**src/hw/rtl/cosine_similarity_assert.svh**
```systemverilog
// Assertion macros for the cosine similarity block.
// Included by the top level; no other dependencies.
`ifndef COSINE_SIMILARITY_ASSERT_SVH
`define COSINE_SIMILARITY_ASSERT_SVH
`ifndef NO_ASSERTIONS
// Implication check under an active-low reset.
`define CS_ASSERT(lbl, clk, rst_n, prop, msg) \
	lbl: assert property (@(posedge clk) disable iff (!rst_n) prop) else $error(msg);
// A condition that must never hold.
`define CS_NEVER(lbl, clk, rst_n, cond, msg) \
	lbl: assert property (@(posedge clk) disable iff (!rst_n) !(cond)) else $error(msg);
`else
`define CS_ASSERT(lbl, clk, rst_n, prop, msg)
`define CS_NEVER(lbl, clk, rst_n, cond, msg)
`endif
`endif

```
**src/hw/rtl/cs_pkg.sv**
```systemverilog
// Shared constants and controller/datapath types for cosine similarity.
// No dependencies.
package cs_pkg;
	localparam int ELEM_WIDTH = 16;
	localparam int OUT_WIDTH = 16;
	localparam int OUT_FRAC = 15;
	localparam int MAX_LENGTH_DEF = 1024;
	localparam int ROOT_BITS = OUT_FRAC + 1;
	localparam int KW = $clog2(ROOT_BITS);

	typedef struct packed {
		logic acc_en;
		logic start;
		logic mul_step;
		logic root_init;
		logic root_a;
		logic root_b;
		logic out_load;
		logic [KW-1:0] bit_idx;
	} cmd_t;

	typedef struct packed {
		logic zero;
		logic take;
	} status_t;
endpackage

```
**src/hw/rtl/cs_dp.sv**
```systemverilog
// Datapath: saturating sums, serial multipliers, bitwise root-quotient search.
// Depends on cs_pkg.
module cs_dp #(
	parameter int MAX_LENGTH = cs_pkg::MAX_LENGTH_DEF
) (
	input  logic                                 clk,
	input  logic                                 arst_n,
	input  cs_pkg::cmd_t                         cmd,
	output cs_pkg::status_t                      status,
	input  logic signed [cs_pkg::ELEM_WIDTH-1:0] elem_a,
	input  logic signed [cs_pkg::ELEM_WIDTH-1:0] elem_b,
	output logic signed [cs_pkg::OUT_WIDTH-1:0]  similarity,
	output logic                                 zero_norm
);
	localparam int EW = cs_pkg::ELEM_WIDTH;
	localparam int MB = $clog2(MAX_LENGTH + 1) + 2 * EW - 2;
	localparam int DW = MB + 1;
	localparam int AW = MB + 2;
	localparam int PW = 2 * MB;
	localparam int TW = 2 * MB + 32;
	localparam int SH = 2 * cs_pkg::OUT_FRAC;
	localparam int RB = cs_pkg::ROOT_BITS;
	localparam logic signed [AW-1:0] SUM_MAX = $signed(AW'(MAX_LENGTH) << (2 * EW - 2));
	localparam logic signed [AW-1:0] SUM_MIN = -SUM_MAX;

	logic signed [DW-1:0] dot_q;
	logic [MB-1:0] saa_q, sab_q;
	logic signed [2*EW-1:0] prod_ab, prod_aa, prod_bb;
	logic signed [AW-1:0] dot_nx;
	logic [AW-1:0] saa_nx, sab_nx;
	logic [MB-1:0] mag;

	logic [PW-1:0] pma_q, mma_q, p_q, msq_q;
	logic [MB-1:0] pmb_q, mmb_q;
	logic [TW-1:0] t_q, us_q, ps2_q, part_q, cand, rhs;
	logic [RB-1:0] q_q;
	logic neg_q, zn_q;
	logic signed [cs_pkg::OUT_WIDTH-1:0] sim_q;
	logic zn_out_q;

	assign prod_ab = elem_a * elem_b;
	assign prod_aa = elem_a * elem_a;
	assign prod_bb = elem_b * elem_b;
	assign dot_nx = AW'(dot_q) + AW'(prod_ab);
	assign saa_nx = AW'(saa_q) + AW'($unsigned(prod_aa));
	assign sab_nx = AW'(sab_q) + AW'($unsigned(prod_bb));
	assign mag = dot_q[DW-1] ? MB'(-dot_q) : MB'(dot_q);

	assign cand = part_q + ps2_q;
	assign rhs = TW'(msq_q) << SH;
	assign status.take = (cand <= rhs);
	assign status.zero = (saa_q == '0) || (sab_q == '0);

	// Sums saturate at the length bound and clear once a vector's result starts.
	always_ff @(posedge clk or negedge arst_n) begin
		if (!arst_n) begin
			dot_q <= '0;
			saa_q <= '0;
			sab_q <= '0;
		end else if (cmd.start) begin
			dot_q <= '0;
			saa_q <= '0;
			sab_q <= '0;
		end else if (cmd.acc_en) begin
			if (dot_nx > SUM_MAX) dot_q <= DW'(SUM_MAX);
			else if (dot_nx < SUM_MIN) dot_q <= DW'(SUM_MIN);
			else dot_q <= DW'(dot_nx);
			saa_q <= (saa_nx > $unsigned(SUM_MAX)) ? MB'(SUM_MAX) : MB'(saa_nx);
			sab_q <= (sab_nx > $unsigned(SUM_MAX)) ? MB'(SUM_MAX) : MB'(sab_nx);
		end
	end

	always_ff @(posedge clk) begin
		if (cmd.start) begin
			zn_q <= status.zero;
			neg_q <= dot_q[DW-1] && !status.zero;
			q_q <= '0;
			pma_q <= PW'(saa_q);
			pmb_q <= sab_q;
			mma_q <= PW'(mag);
			mmb_q <= mag;
			p_q <= '0;
			msq_q <= '0;
		end
		if (cmd.mul_step) begin
			if (pmb_q[0]) p_q <= p_q + pma_q;
			if (mmb_q[0]) msq_q <= msq_q + mma_q;
			pma_q <= pma_q << 1;
			pmb_q <= pmb_q >> 1;
			mma_q <= mma_q << 1;
			mmb_q <= mmb_q >> 1;
		end
		// t holds q^2*P, us holds q*P shifted to the next bit, ps2 holds P*4^k.
		if (cmd.root_init) begin
			t_q <= '0;
			us_q <= '0;
			ps2_q <= TW'(p_q) << SH;
		end
		if (cmd.root_a) part_q <= t_q + us_q;
		if (cmd.root_b) begin
			if (status.take) begin
				t_q <= cand;
				q_q[cmd.bit_idx] <= 1'b1;
				us_q <= (us_q + (ps2_q << 1)) >> 1;
			end else begin
				us_q <= us_q >> 1;
			end
			ps2_q <= ps2_q >> 2;
		end
		if (cmd.out_load) begin
			zn_out_q <= zn_q;
			if (neg_q) sim_q <= cs_pkg::OUT_WIDTH'(-q_q);
			else if (q_q[RB-1]) sim_q <= {1'b0, {(cs_pkg::OUT_WIDTH-1){1'b1}}};
			else sim_q <= cs_pkg::OUT_WIDTH'(q_q);
		end
	end

	assign similarity = sim_q;
	assign zero_norm = zn_out_q;
endmodule

```
**config.mk**
```make
export PLATFORM = sky130hd
export DESIGN_NAME = cs_dp
export DESIGN_NICKNAME = d
export VERILOG_FILES = /design/src/hw/rtl/cosine_similarity_assert.svh /design/src/hw/rtl/cs_pkg.sv /design/src/hw/rtl/cs_dp.sv
export SDC_FILE = /design/constraint.sdc
export NUM_CORES = 2
export LEC_CHECK = 0
export BUFFER_PORTS_ARGS = -buffer_cell sky130_fd_sc_hd__buf_2
export CORE_ASPECT_RATIO = 0.6
export CORE_MARGIN = 10
export CORE_UTILIZATION = 35
export DETAILED_ROUTE_END_ITERATION = 6
export SLEW_MARGIN = 20
export SYNTH_ARGS = -nofsm -noshare
export SYNTH_HDL_FRONTEND = slang
export SYNTH_SLANG_ARGS = --single-unit
export TNS_END_PERCENT = 10
```
**constraint.sdc**
```tcl
create_clock -name clk -period 7.35 [get_ports clk]
set_clock_uncertainty 0.1 [all_clocks]
set_input_delay 1.47 -clock clk [delete_from_list [all_inputs] [get_ports clk]]
set_output_delay 1.47 -clock clk [all_outputs]
set_load 0.01 [all_outputs]
```
### Yosys cells after proc, flatten, opt, wreduce, memory -nomap -nowiden

Cells that the tools add are included.

* order comparisons: 7
* bitwise logic cells: 1
* multiplexer cells: 40
* reduce and logical (&&, ||, !) cells: 9
* add/sub/neg operators: 10
* multiply operators: 3

Operator list (number)
* 82-bit 2-to-1 mux: 10
* 114-bit 2-to-1 mux: 5
* 41-bit 2-to-1 mux: 7
* 42-bit 2-to-1 mux: 4
* 82-bit adder: 2
* 40-bit 2-to-1 mux: 4
* 114-bit by 112-bit adder with 114-bit output: 1
* 114-bit by 113-bit adder with 114-bit output: 1
* 114-bit adder: 1
* 114-bit by 112-bit <= comparator with 1-bit output: 1
* 113-bit 2-to-1 mux: 1
* 112-bit 2-to-1 mux: 1
* 110-bit 2-to-1 mux: 1
* 16-bit by 16-bit multiplier with 32-bit output: 3
* 41-bit by 32-bit adder with 42-bit output: 2
* 42-bit by 41-bit > comparator with 1-bit output (second input constant): 2
* 41-bit logical NOT: 2
* 16-bit 2-to-1 mux: 4
* 42-bit by 32-bit adder with 43-bit output: 1
* 43-bit by 42-bit > comparator with 1-bit output (second input constant): 1
* 43-bit by 41-bit less-than comparator with 1-bit output (second input constant): 1
* 41-bit negator: 1
* 16-bit negator: 1
* 16-bit bitwise OR: 1
* 9 further kinds: 12

* logic and storage cells: 93
* flip-flop bits (word level): 1023
* input bits: 45

### Depth between registers and ports, before layout

* depth in word-level cells: 7
* mapped depth: 45
* gate-level depth less buffers: 42

### Worst setup path after synthesis

No wires, ideal clock.

* path type: input port to flip-flop
* from: input port elem_a[12] (netlist name)
* to: register saa_q[39]
* data arrival time: 10.233 ns
* path slack: -3.048 ns
* setup time: 0.064 ns
* stages: 38
* cell sequence: clkbuf_1 clkbuf_1 nand2_1 fa_1 inv_1 fa_1 fa_1 fa_1 fa_1 inv_1 fa_1 inv_1 ha_1 a21o_1 a21oi_1 o21ai_0 o21a_1 a41oi_1 (+2 left out) a31oi_1 a21o_1 a21oi_1 xnor2_1 ha_1 a21o_1 a21oi_1 o311ai_0 or3_1 nor3_1 nand4_1 nor4_1 nand4_1 and4bb_1 o2111ai_1 o21ai_1 buf_2 a31o_2

* word-level cells in the longest chain between the ends: 6

RTL lines
* from (decl): line cs_dp.sv:10 `input logic signed [cs_pkg::ELEM_WIDTH-1:0] elem_a,`
* 16-bit by 16-bit multiplier with 32-bit output *: line cs_dp.sv:42 `assign prod_aa = elem_a * elem_a;`
* 41-bit by 32-bit adder with 42-bit output *: line cs_dp.sv:45 `assign saa_nx = AW'(saa_q) + AW'($unsigned(prod_aa));`
* 42-bit by 41-bit > comparator with 1-bit output: line cs_dp.sv:68 `saa_q <= (saa_nx > $unsigned(SUM_MAX)) ? MB'(SUM_MAX) : MB'(saa_nx);`
* 41-bit 2-to-1 mux *: line cs_dp.sv:68
* 41-bit 2-to-1 mux *: line cs_dp.sv:64 `end else if (cmd.acc_en) begin`
* 41-bit 2-to-1 mux *: line cs_dp.sv:60 `end else if (cmd.start) begin`
* to (signal assigned): line cs_dp.sv:68
* to (decl): line cs_dp.sv:27 `logic [MB-1:0] saa_q, sab_q;`

Mark *: on every way between the ends. The rest lies on a longest branch, timed or not. The select of a mux whose other input is x is not followed.
A chain may end at the register's enable or synchronous reset.

### Worst setup path in the final report

* from: input port elem_a[10] (netlist name)
* to: register saa_q[24]

The elaborated chain is that of the path after synthesis.

==> out/results.ini <==
[run_status]
status = complete, but fails checks
violations = setup timing

[timing]
slew_headroom = 0.180
worst_slack_ns = -2.14
slew_viol_final = 0
setup_viol = 368
hold_viol_final = 0
worst_slew_pin_slew_ns = 1.22
fin_crit_sh = 1.29
fmax_mhz = 105
hold_ws_ns = 0.322
finalCriticalPeriod_ns = 9.49
rsz0062_at_grt = yes

[place]
pre_cts_ws_ns = -3.01
post-dp-hpwl_mm = 287
portBuffers = 63
detailed_place.area_um2 = 121000
place.gp.congestion = 0.975

[synthesis]
ys_warn_count = 0
async_flop_share = 0.121
synth_fa_ha_area_frac = 0.269
synthMuxAreaShare = 0.0208
yosysUniqueCellTypes = 100
synth-edff-count = 600
synth-seq-cells = 1022
synth-simple-area-share = 0.149
seq_area_frac_synth = 0.258
postSynthCellCount = 11653
synth_compound_area_frac = 0.178
syn_nets = 13463
synth_top_family_by_area = adder cells
syn_area_um2 = 105000
syn_avg_cell_area_um2 = 9.00
ys.flop_type = edfxtp_1
synthXorXnorAreaFrac = 0.0568

[clocking]
cts_made_buffers = 107
clock-root-buffer = clkbuf_16
clock_latency_ns = 0.81
cts.sinks = 1022
cts_tree = yes
cts.path.max_buffers = 3
cts_htree_levels = 3
clk_pin_slew_ns = 0.06

[setup_path]
worst_path_largest_cell_delay_ns = 0.51
crit_type = in2reg
critPathLaunchType = primary input
crit_top_cell = fa_1
cp_max_fo = 7
end_kind = register
cp.arrival_ns = 10.08
ff2ff_setup_slack_ns = -0.76
slowest_stage = fa_1
required_ns = 7.94

[finish]
layout-drive-gt1-share = 0.180
layout_common_cells = 1507 x buf_4, 1276 x inv_1, 1010 x nand2_1
final_common_cell = buf_4
syn_to_final_growth_pct = 20.4
postLayoutCellArea_um2 = 126000
finalNetCount = 14679

[floorplan]
core_area_um2 = 298000
ios = 64
die_y_um = 444
start_util = 0.352
num_rows = 155
dieArea_um2 = 323000
die_w_um = 727

[routing]
wl_mm = 349
drc = 0
wl_per_cell_um = 20.6
vias = 90423
first_pass_iters = 6
viasPerCell = 5.33
drt_iter0_markers = 9628
drtAntennaViolNets = 0

[min_path]
hp-class = reg2reg

[global_routing]
track_usage = 0.209
grt_pass1_wl_mm = 531
antenna_found_initial = 11
grt_pass1_vias = 85374
grt_max_degree = 129
overflow = 0

[run]
drv_cap = 0

[registers in the layout, summed over array words and instances (netlist names)]
signal / cells
pmb_q: 41
mma_q: 82
q_q: 16
msq_q: 82
pma_q: 82
t_q: 114
dot_q: 42
p_q: 82
mmb_q: 41
zero_norm: 1
saa_q: 41
sab_q: 41
part_q: 114
zn_q: 1
us_q: 113
neg_q: 1
ps2_q: 112
similarity: 16
[cell families (layout without fill, tap and decap cells)]
family,after synthesis,after routing
DFF,1022,1022
muxes,203,203
xor gates and xnor gates,680,680
buffers and inverters,1866,3176
other,0,4
AOI/OAI and AO/OA,2934,2934
adders and majority gates,1765,1765
and+or+nand+nor,3183,3183
[worst max-delay path, delay by kind of cell]
kind | cells | cell delay, ns
xor+xnor | 1 | 0.13
buf+inv | 11 | 1.10
simple gates | 7 | 1.05
compound gates | 16 | 2.83
fa+ha+maj | 8 | 3.44
[worst paths after layout]
check | from | end | depth (start not counted)
worst max-delay path | elem_a[10] | saa_q[24] | 43
worst min-delay path | zn_q | zero_norm | 0
worst min register to register | zn_q | zero_norm | 0
min in group asynchronous | arst_n | saa_q[32] | 1
max in group asynchronous | arst_n | sab_q[36] | 2
worst max register to register | ps2_q[43] | q_q[9] | 38
[cell type report]
type | count | area (µm²)
Fill cell | 29498 | 172000
Multi-Input combinational cell | 8765 | 72200
Sequential cell | 1022 | 27100
Timing Repair Buffer | 1659 | 13400
Tap cell | 4003 | 5010
Inverter | 1314 | 4960
Clock buffer | 147 | 3020
Clock inverter | 56 | 671
Antenna cell | 4 | 10.0
[layer usage]
metal,routed length [µm],GRT usage,part of all wire,vias to the layer above
met1,180000,0.348,0.52,43862
met2,121000,0.255,0.35,3347
met5,64,0,0.00018,-
met3,43900,0.0704,0.13,240
met4,3380,0.0221,0.0097,8
li1,-,-,-,42966
[through the flow]
step / instances / setup TNS, ns / utilization
2_1_floorplan: 11653 / -245.62 / -
3_3_place_gp: 16707 / -724.15 / 0.405
3_5_place_dp: 16707 / -728.01 / 0.405
4_1_cts: 16959 / -364.46 / 0.422
5_1_grt: 16966 / -450.61 / 0.424
6_report: 16970 / -325.73 / 0.424
[Yosys cell counts, types with 47 or more instances]
| master | count | area [µm²] |
|---|---|---|
| a211oi_1 | 66 | 495 |
| a21o_1 | 510 | 3830 |
| a21oi_1 | 853 | 4270 |
| a22o_1 | 128 | 1120 |
| a31oi_1 | 94 | 588 |
| and2_1 | 295 | 1850 |
| and3_1 | 82 | 513 |
| clkbuf_1 | 506 | 1900 |
| dfrtp_1 | 124 | 3100 |
| dfxtp_1 | 298 | 5970 |
| edfxtp_1 | 600 | 18000 |
| fa_1 | 822 | 16500 |
| ha_1 | 943 | 11800 |
| inv_1 | 1299 | 4880 |
| mux2_2 | 123 | 1390 |
| mux2i_1 | 79 | 791 |
| nand2_1 | 1037 | 3890 |
| nand2b_1 | 96 | 601 |
| nand3_1 | 176 | 881 |
| nand3b_1 | 150 | 1130 |
| nand4_1 | 203 | 1270 |
| nor2_1 | 672 | 2520 |
| nor2b_1 | 84 | 526 |
| nor3_1 | 121 | 606 |
| nor4_1 | 47 | 294 |
| o211ai_1 | 47 | 353 |
| o21a_1 | 51 | 383 |
| o21ai_0 | 624 | 3120 |
| o21bai_1 | 132 | 991 |
| o31ai_1 | 78 | 586 |
| or3_1 | 81 | 507 |
| xnor2_1 | 405 | 3550 |
| xor2_1 | 275 | 2410 |
[repair_timing]
action,4_1_cts,5_1_grt
cloned,3,0
setup endpoints to repair,368,368
pin swaps,121,67
hold buffers,0,0
buffers inserted,46,10
gates resized for setup,275,144
Power is not shown: default switching activity piles up to over one toggle a cycle in this logic, so the estimate is an artifact.
