--- src/hw/rtl/cosine_similarity_assert.svh ---
// Assertion macros for the cosine similarity block.
// Included by the top level; no other dependencies.
`ifndef COSINE_SIMILARITY_ASSERT_SVH
`define COSINE_SIMILARITY_ASSERT_SVH
`ifndef NO_ASSERTIONS
// Implication check under an active-low reset.
`define CS_ASSERT(lbl, clk, rst_n, prop, msg) \
	lbl: assert property (@(posedge clk) disable iff (!rst_n) prop) else $error(msg);
// A condition that must never hold.
`define CS_NEVER(lbl, clk, rst_n, cond, msg) \
	lbl: assert property (@(posedge clk) disable iff (!rst_n) !(cond)) else $error(msg);
`else
`define CS_ASSERT(lbl, clk, rst_n, prop, msg)
`define CS_NEVER(lbl, clk, rst_n, cond, msg)
`endif
`endif

--- src/hw/rtl/cs_pkg.sv ---
// Shared constants and controller/datapath types for cosine similarity.
// No dependencies.
package cs_pkg;
	localparam int ELEM_WIDTH = 16;
	localparam int OUT_WIDTH = 16;
	localparam int OUT_FRAC = 15;
	localparam int MAX_LENGTH_DEF = 1024;
	localparam int ROOT_BITS = OUT_FRAC + 1;
	localparam int KW = $clog2(ROOT_BITS);

	typedef struct packed {
		logic acc_en;
		logic start;
		logic mul_step;
		logic root_init;
		logic root_a;
		logic root_b;
		logic out_load;
		logic [KW-1:0] bit_idx;
	} cmd_t;

	typedef struct packed {
		logic zero;
		logic take;
	} status_t;
endpackage

--- src/hw/rtl/cs_ctrl.sv ---
// Controller state machine: sequences accumulate, multiply, root search, output.
// Depends on cs_pkg.
module cs_ctrl #(
	parameter int MAX_LENGTH = cs_pkg::MAX_LENGTH_DEF
) (
	input  logic              clk,
	input  logic              arst_n,
	input  logic              in_valid,
	input  logic              in_last,
	output logic              in_ready,
	output logic              out_valid,
	input  logic              out_ready,
	input  cs_pkg::status_t   status,
	output cs_pkg::cmd_t      cmd
);
	localparam int MB = $clog2(MAX_LENGTH + 1) + 2 * cs_pkg::ELEM_WIDTH - 2;
	localparam int MCW = $clog2(MB);

	typedef enum logic [6:0] {
		S_ACC   = 7'b0000001,
		S_START = 7'b0000010,
		S_MUL   = 7'b0000100,
		S_RI    = 7'b0001000,
		S_RA    = 7'b0010000,
		S_RB    = 7'b0100000,
		S_DONE  = 7'b1000000
	} state_t;

	state_t state_q, state_d;
	logic [MCW-1:0] cnt_q, cnt_d;
	logic [cs_pkg::KW-1:0] k_q, k_d;
	logic out_valid_q;

	always_comb begin
		state_d = state_q;
		cnt_d = cnt_q;
		k_d = k_q;
		cmd = '0;
		cmd.bit_idx = k_q;
		in_ready = 1'b0;
		case (state_q)
			S_ACC: begin
				in_ready = 1'b1;
				cmd.acc_en = in_valid;
				if (in_valid && in_last) state_d = S_START;
			end
			S_START: begin
				cmd.start = 1'b1;
				cnt_d = MCW'(MB - 1);
				state_d = status.zero ? S_DONE : S_MUL;
			end
			S_MUL: begin
				cmd.mul_step = 1'b1;
				cnt_d = cnt_q - 1'b1;
				if (cnt_q == '0) state_d = S_RI;
			end
			S_RI: begin
				cmd.root_init = 1'b1;
				k_d = cs_pkg::KW'(cs_pkg::OUT_FRAC);
				state_d = S_RA;
			end
			S_RA: begin
				cmd.root_a = 1'b1;
				state_d = S_RB;
			end
			S_RB: begin
				cmd.root_b = 1'b1;
				// Accepting the top bit means +1.0: no lower bit can be added.
				if (k_q == '0 || (status.take && k_q == cs_pkg::KW'(cs_pkg::OUT_FRAC))) begin
					state_d = S_DONE;
				end else begin
					k_d = k_q - 1'b1;
					state_d = S_RA;
				end
			end
			S_DONE: begin
				if (!out_valid_q || out_ready) begin
					cmd.out_load = 1'b1;
					state_d = S_ACC;
				end
			end
			default: state_d = S_ACC;
		endcase
	end

	always_ff @(posedge clk or negedge arst_n) begin
		if (!arst_n) begin
			state_q <= S_ACC;
			cnt_q <= '0;
			k_q <= '0;
			out_valid_q <= 1'b0;
		end else begin
			state_q <= state_d;
			cnt_q <= cnt_d;
			k_q <= k_d;
			if (cmd.out_load) out_valid_q <= 1'b1;
			else if (out_ready) out_valid_q <= 1'b0;
		end
	end

	assign out_valid = out_valid_q;
endmodule

--- config.mk ---
export PLATFORM = sky130hd
export DESIGN_NAME = cs_ctrl
export DESIGN_NICKNAME = d
export VERILOG_FILES = /design/src/hw/rtl/cosine_similarity_assert.svh /design/src/hw/rtl/cs_pkg.sv /design/src/hw/rtl/cs_ctrl.sv
export SDC_FILE = /design/constraint.sdc
export NUM_CORES = 1
export LEC_CHECK = 0
export BUFFER_PORTS_ARGS = -buffer_cell sky130_fd_sc_hd__buf_4
export CAP_MARGIN = 15
export CORE_MARGIN = 4
export CORE_UTILIZATION = 41
export DETAILED_ROUTE_END_ITERATION = 10
export GPL_ROUTABILITY_DRIVEN = 0
export GPL_TIMING_DRIVEN = 0
export PLACE_DENSITY = 0.65
export RECOVER_POWER = 50
export REMOVE_ABC_BUFFERS = 1
export SLEW_MARGIN = 20
export SYNTH_ARGS = -nofsm -noshare
export SYNTH_HDL_FRONTEND = slang
export SYNTH_SLANG_ARGS = --single-unit
export TNS_END_PERCENT = 1
--- constraint.sdc ---
create_clock -name clk -period 2.7 [get_ports clk]
set_clock_uncertainty 0.1 [all_clocks]
set_input_delay 0.54 -clock clk [delete_from_list [all_inputs] [get_ports clk]]
set_output_delay 0.54 -clock clk [all_outputs]
set_load 0.02 [all_outputs]
; ---- Word level (Yosys, flattened, before mapping)
; Index checks and enable logic that the tools add are counted.
; W data, S select, Z words.
[totals]
romBits = 0
word_cells = 50
output_inout_bits = 13
latch_bits = 0
n_memories = 0
reg_bits = 18
ram_bits = 0
[op_classes]
eq_ne = 12
reduce_logical = 12
n_mux = 20
mul = 0
addsub = 2
magnitude_cmp = 0
shift = 0
div = 0
bitwise_logic = 0
[op_table]
columns = operator, count
row1 = $pmux W7 S7, 1
row2 = $mux W7, 5
row3 = $pmux W6 S2, 1
row4 = $mux W1, 11
row5 = $ne A2 B2 Y1 const B, 4
row6 = $pmux W4 S2, 1
row7 = $eq A7 B1 Y1 const B, 1
row8 = $eq A7 B2 Y1 const B, 1
row9 = $eq A7 B3 Y1 const B, 1
row10 = $eq A7 B4 Y1 const B, 1
row11 = $eq A7 B5 Y1 const B, 1
row12 = $eq A7 B6 Y1 const B, 1
row13 = $eq A7 B7 Y1 const B, 1
row14 = $logic_not A6 Y1, 1
row15 = $reduce_bool A2 Y1, 3
row16 = $sub A6 B1 Y6 const B, 1
row17 = $eq A4 B4 Y1 const B, 1
row18 = $logic_not A4 Y1, 1
row19 = $mux W4, 1
row20 = $sub A4 B1 Y4 const B, 1
row21 = $reduce_and A3 Y1, 1
row22 = $logic_and A1 B1 Y1, 2
row23 = $logic_or A1 B1 Y1, 2
row24 = $reduce_and A2 Y1, 1
row25 = $logic_not A1 Y1, 1

; ---- Longest topological paths before layout
; Gate-level depths: netlist of run 1.
[depth]
depth_word = 5
depth_mapped = 7
ltp_nobuf = 6

; ---- Worst setup path after synthesis of run 1
; OpenSTA, ideal clock, no wires.
[synth_path]
path_type = reg2out
startpoint = reg state_q[3]
endpoint = out cmd[10] (netlist name)
slack_ns = -0.174
arrival_ns = 2.234
stages_incl_launch_ff = 5
path_cell_list = dfrtp_1 > clkbuf_1 > or4_1 > nor4b_1 > and2_1
[synth_lines]
columns = element, line_no
row1 = start: declaration, cs_ctrl.sv:29  ; state_t state_q, state_d;
row2 = start signal: assignment, cs_ctrl.sv:93  ; state_q <= state_d;
row3 = end: declaration, cs_ctrl.sv:14  ; output cs_pkg::cmd_t cmd

==> results of run 1 <==
-- layout make-up --
cell class              count  share of cell area, %
repair buffers             30                   17.5
flip-flops and latches     18                   35.1
well taps                  28                   2.69
inverters                   8                   2.50
clock buffers               4                   2.79
multi-input cells          76                   39.5
-- final timing paths --
path | cells after the start | endpoint
max | 4 | cmd[5]
min | 2 | state_q[2]
max reg2reg | 5 | k_q[1]
min reg2reg | 1 | cnt_q[5]
max in group asynchronous | 2 | state_q[5]
min in group asynchronous | 2 | cnt_q[5]
-- report_power, final --
part	switching (W)	internal, W	total [W]
registers	0.0000235	0.000294	0.000318
logic	0.0000550	0.0000529	0.000108
clock network	0.0000865	0.0000821	0.000169
-- through the flow --
| step | TNS, ps | hold WS (ps) |
|---|---|---|
| finish | 0 | 329 |
| global route | -85.7 | 334 |
| CTS | -117 | 0.609 |
| detailed placement | 0 | 325 |
| global placement | 0 | 325 |
| floorplan | -100 | 144 |
-- cell families after synthesis --
| family | after synthesis | synth area share [%] |
|---|---|---|
| muxes | 3 | 2.97 |
| buffers and inverters | 13 | 5.57 |
| and+or+nand+nor | 47 | 28.0 |
| adders and majority gates | 5 | 6.19 |
| AOI/OAI and AO/OA | 19 | 10.9 |
| xor gates and xnor gates | 2 | 1.73 |
| DFF | 18 | 44.7 |
-- flip-flops by register name, indices dropped and copies added, names as in the netlist --
name	flops
out_valid	1
k_q	4
state_q	7
cnt_q	6
-- critical path: stages, from the launching register on --
cell     delay [ps]
dfrtp_2         450
or4_4           490
or4b_4          590
inv_4           100
buf_6           110
-- per-layer routing --
layer / vias to the layer above / GRT usage (%) / routed length (um) / share of wire [%]
li1: 445 / - / - / -
met1: 432 / 19.8 / 1050 / 45
met2: 15 / 21.1 / 1180 / 50
met3: 2 / 2.90 / 88 / 3.8
met4: 0 / 4.97 / 23 / 0.99
met5: - / 0 / 0 / 0
-- cells in the mapped netlist, types with 2 or more instances --
cell type | count | share of area [%]
nor2_1 | 5 | 1.9
nor3_1 | 4 | 2.0
ha_1 | 5 | 6.2
nand2_1 | 7 | 2.6
o21a_1 | 2 | 1.5
clkbuf_1 | 4 | 1.5
and4_1 | 2 | 1.7
a21oi_1 | 2 | 0.99
nor4_1 | 2 | 1.2
mux2i_1 | 3 | 3.0
inv_1 | 7 | 2.6
a31oi_1 | 2 | 1.2
nand2b_1 | 3 | 1.9
nor4b_1 | 3 | 2.6
nand4_1 | 3 | 1.9
nand4b_1 | 2 | 1.7
or3_1 | 2 | 1.2
dfrtp_1 | 17 | 42
nand3_1 | 7 | 3.5
xor2_1 | 2 | 1.7
o21ai_0 | 9 | 4.5
-- repair_timing --
action	4_1_cts	5_1_grt
resized for setup	3	6
setup buffers	0	10
pin swaps	0	2
hold buffers	0	1
endpoints found under the hold margin	0	10
setup endpoints to repair	3	5
==> out/qor.txt, run 1 <==
Total detailed-routing wirelength: 2340 um
Final net count: 149
Max Cap Viol: 0
Final cell count without fillers: 164
Area Growth Syn to Fin: 28.8%
Post-layout min period: 2670 ps
Most frequent cells in the layout: buf_4, dfrtp_1, o21ai_0
CP arrival: 2030 ps
Hold Startpoint: status[1]
Post-Place Setup Slack: 238 ps
Starting Density: 44.4%
Synth warn: 0
Peak Freq: 0.374 GHz
CTS Buffer Depth: 2
First-pass GRT wire length: 3680 um
RSZ-0062 raised after global routing: yes
Critical Path Start Type: flip-flop
DRC errors left: 0
Power Total: 0.000594 W
VDD IR max: 239 uV
Min-delay worst type: in2reg
Post-Syn Area per Cell: 9.45 um^2
Async SR Flop Fraction: 100%
Ant diodes: 0
Root Buffer: clkbuf_4
Yosys reg bits: 18
DPL Wire Length: 1590 um
RR Startpoint: state_q[2]
Footprint of the multi-input gates: 514 um^2
PwrDens: 456 mW/mm^2
Num CTS Buffers: 3
Drt first pass iters: 4
Initial drt markers: 21
PortBufs: 19
Die H: 57.7 um
GRT Total Usage: 14.0%
# fillers: 209
Initial antenna violation count: 0
Synth Cell Area: 0.00101 mm^2
Leakage power: 0.641 nW
CP Capture Type: output port
Register area: 457 um^2
TritonCTS Sinks: 18
Number of synthesized flops with an enable pin: 0
Largest net degree at the start of global routing: 19
Post-synth cell types: 35
# IOs: 20
Placed cell count: 149
Worst EP required: 2060 ps
Total die area: 0.00332 mm^2
Main flop type after synthesis: dfrtp_1
Final ANT Viol Nets: 0
Slew headroom: 35.6%
Chip width: 57.7 um
Flop2flop setup slack: 420 ps
Most common cell after layout, fill and taps aside: buf_4
Core area: 0.00228 mm^2
Final setup fails: 0
GRT overflow: 0
Crit share post-route: 99.1%
Max H-tree Level: 1
Clock Pin Slew Worst Setup and Hold Paths: 110 ps
Slew @ Worst Pin: 965 ps
Skew-Pair Late Insertion Delay: 300 ps
Status: completed
Endpoints failing hold: 0
Critical Path Source: state_q[2]
Crit-path max FO: 5
Final Slew Violations: 0
Rows: 17
Finished Core Util: 57.2%
CTS tree: yes
Layout cells sized above 1: 31.6%
Kind of critical path: reg2out
Routed vias: 894
Post-DR vias/cell: 5.45
Design area: 0.00130 mm^2
Cells after synthesis: 107
WL per Instance: 14.2 um
Cell Area, Placed: 0.00116 mm^2
Register area share after synthesis: 44.7%
Number of global-route vias before repair: 806
Setup ws final: 25.5 ps
Note: power is estimated with default switching activity, not from simulation.
==> inputs of run 2 (changes only) <==
CORE_MARGIN = unset   (was 4)
==> run 2 against run 1 <==
Global-route usage increased by 4.1 points. Routed wire length decreased by 12%. Clock power down 15%. Sequential cell count unchanged. Worst setup slack better by 6.0 ps. Die area fell by 20%. Highest routed layer unchanged.
==> out/qor.txt, run 2 (synthesized netlist as in run 1, its figures left out) <==
CTS tree: yes
Max H-tree Level: 1 (unchanged)
GRT overflow: 0 (unchanged)
RSZ-0062 raised after global routing: yes
Worst path bufs/invs: 2 (unchanged)
Clk network pwr share: 25.4% (-3.0 points)
Slew @ Worst Pin: 954 ps (-11.0 ps)
Core area: 0.00228 mm^2 (unchanged)
Final ANT Viol Nets: 0 (unchanged)
Worst stage delay on the critical path: 590 ps (about the same)
Die H: 51.7 um (-10%)
TritonCTS Sinks: 18 (unchanged)
PortBufs: 19 (unchanged)
CTS Buffer Depth: 2 (unchanged)
Kind of critical path: reg2out
Most common cell after layout, fill and taps aside: buf_4
Switching Share: 28.7% (+0.95 points)
Crit share post-route: 98.8% (-0.22 points)
Number of global-route vias before repair: 793 (-1.6%)
DRC errors left: 0 (unchanged)
WL per Instance: 12.8 um (-10%)
Skew-Pair Late Insertion Delay: 290 ps (about the same)
Drt first pass iters: 4 (unchanged)
Total die area: 0.00267 mm^2 (-20%)
Largest net degree at the start of global routing: 19 (unchanged)
Design area: 0.00127 mm^2 (-2.3%)
CP arrival: 2030 ps (about the same)
PwrDens: 442 mW/mm^2 (-3.2%)
Layout cells sized above 1: 28.6% (-3.0 points)
Sequential power share: 56.7% (+3.2 points)
Area Growth Syn to Fin: 25.9%
Family with the most delay on the worst path: simple AND/OR/NAND/NOR gates
Rows: 17 (unchanged)
NetSw: 0.000161 W (-2.2%)
Peak Freq: 0.375 GHz (+0.22%)
Crit-path max FO: 4 (-1)
CP Capture Type: output port
Slew headroom: 36.4% (+0.73 points)
First-pass GRT wire length: 3560 um (-3.2%)
Cell Area, Placed: 0.00116 mm^2 (unchanged)
Finished Core Util: 55.9% (-1.3 points)
Clock Pin Slew Worst Setup and Hold Paths: 110 ps (about the same)
VDD IR max: 250 uV (+4.4%)
Initial antenna violation count: 0 (unchanged)
Most frequent cells in the layout: buf_4, dfrtp_1, o21ai_0
Top reg by flops: state_q
Critical Path Start Type: flip-flop
Chip width: 51.7 um (-10%)
Combinational power share: 18.0% (about the same)
Root Buffer: clkbuf_4
Final net count: 146 (-2.0%)
Biggest regs: state_q: 7 flops, cnt_q: 6 flops, k_q: 4 flops
Final setup fails: 0 (unchanged)
Status: completed
Total detailed-routing wirelength: 2060 um (-12%)
Post-DR vias/cell: 5.48 (+0.50%)
Setup TNS Final: 0 ps (unchanged)
DPL Wire Length: 1460 um (-8.0%)
P_int: 0.000400 W (-6.7%)
Endpoints failing hold: 0 (unchanged)
Max reg flops: 7 (unchanged)
Worst EP required: 2060 ps (about the same)
Ant diodes: 0 (unchanged)
Final Slew Violations: 0 (unchanged)
Num CTS Buffers: 3 (unchanged)
Starting Density: 44.4% (unchanged)
# IOs: 20 (unchanged)
Post-layout min period: 2670 ps (-5.98 ps)
Highest-delay cell along the critical path: or4b_4
Min-delay worst type: in2reg
GRT Total Usage: 18.1% (+4.1 points)
Routed vias: 882 (-1.3%)
Initial drt markers: 12 (-43%)
Leakage power: 0.619 nW (-3.4%)
Worst-path cell chain: or4_4, or4b_4, inv_4, buf_6
Max Cap Viol: 0 (unchanged)
==> run 2: power by group through the flow <==
stage	registers [W]	logic, W	clock network [W]
4_1_cts	0.000319	0.000102	0.000149
3_3_place_gp	0.000322	0.0000964	0
6_report	0.000318	0.000101	0.000143
3_5_place_dp	0.000323	0.0000992	0
5_1_grt	0.000322	0.000120	0.000153
2_1_floorplan	0.000317	0.0000680	0
==> run 2: worst register-to-register path, delay by kind of cell, from the launching register on <==
family                 cells  cell delay [ps]
buffers and inverters      1              170
flip-flops                 1              420
AND/OR/NAND/NOR            4             1530
==> run 2: per-stage QoR <==
stage / hold slack (ps) / std cells / power [W] / setup slack (ps)
CTS: 323 / 155 / 0.000570 / -17.9
finish: 329 / 161 / 0.000562 / 31.5
global placement: 326 / 149 / 0.000419 / 234
floorplan: 144 / 102 / 0.000385 / -100
detailed placement: 322 / 149 / 0.000423 / 224
global route: 357 / 161 / 0.000595 / -7.35
==> run 2: per-layer routing <==
| metal | share of wire [%] | global-route usage, % | routed length (um) | vias up |
|---|---|---|---|---|
| met5 | 0 | 0 | 0 | - |
| met4 | 0.92 | 6.76 | 19 | 0 |
| met3 | 3.8 | 3.22 | 78 | 2 |
| met2 | 45 | 27.7 | 918 | 18 |
| met1 | 51 | 25.5 | 1050 | 423 |
| li1 | - | - | - | 439 |
==> run 2: final cells by class <==
cell class | count | area, um^2
clock buffer | 4 | 26.3
fill | 194 | 1000
sequential | 18 | 457
multi-input combinational | 76 | 520
inverter | 8 | 32.5
tap | 28 | 35.0
timing repair buffer | 27 | 201
==> run 2: worst paths after layout <==
kind	startpoint	to	slack, ps	cells after the start
max	state_q[2]	cmd[5]	30	4
min	status[1]	state_q[2]	330	2
max reg2reg	state_q[2]	k_q[1]	400	5
min reg2reg	cnt_q[5]	cnt_q[5]	380	1
max in group asynchronous	arst_n	state_q[3]	1050	2
min in group asynchronous	arst_n	state_q[5]	810	2
==> run 2: repair_timing <==
item | in CTS | in global routing
endpoints found under the hold margin | 17 | 0
buffers inserted | 1 | 6
resized for setup | 4 | 5
hold buffers | 1 | 0
pin swaps | 0 | 3
endpoints found under the setup margin | 3 | 4
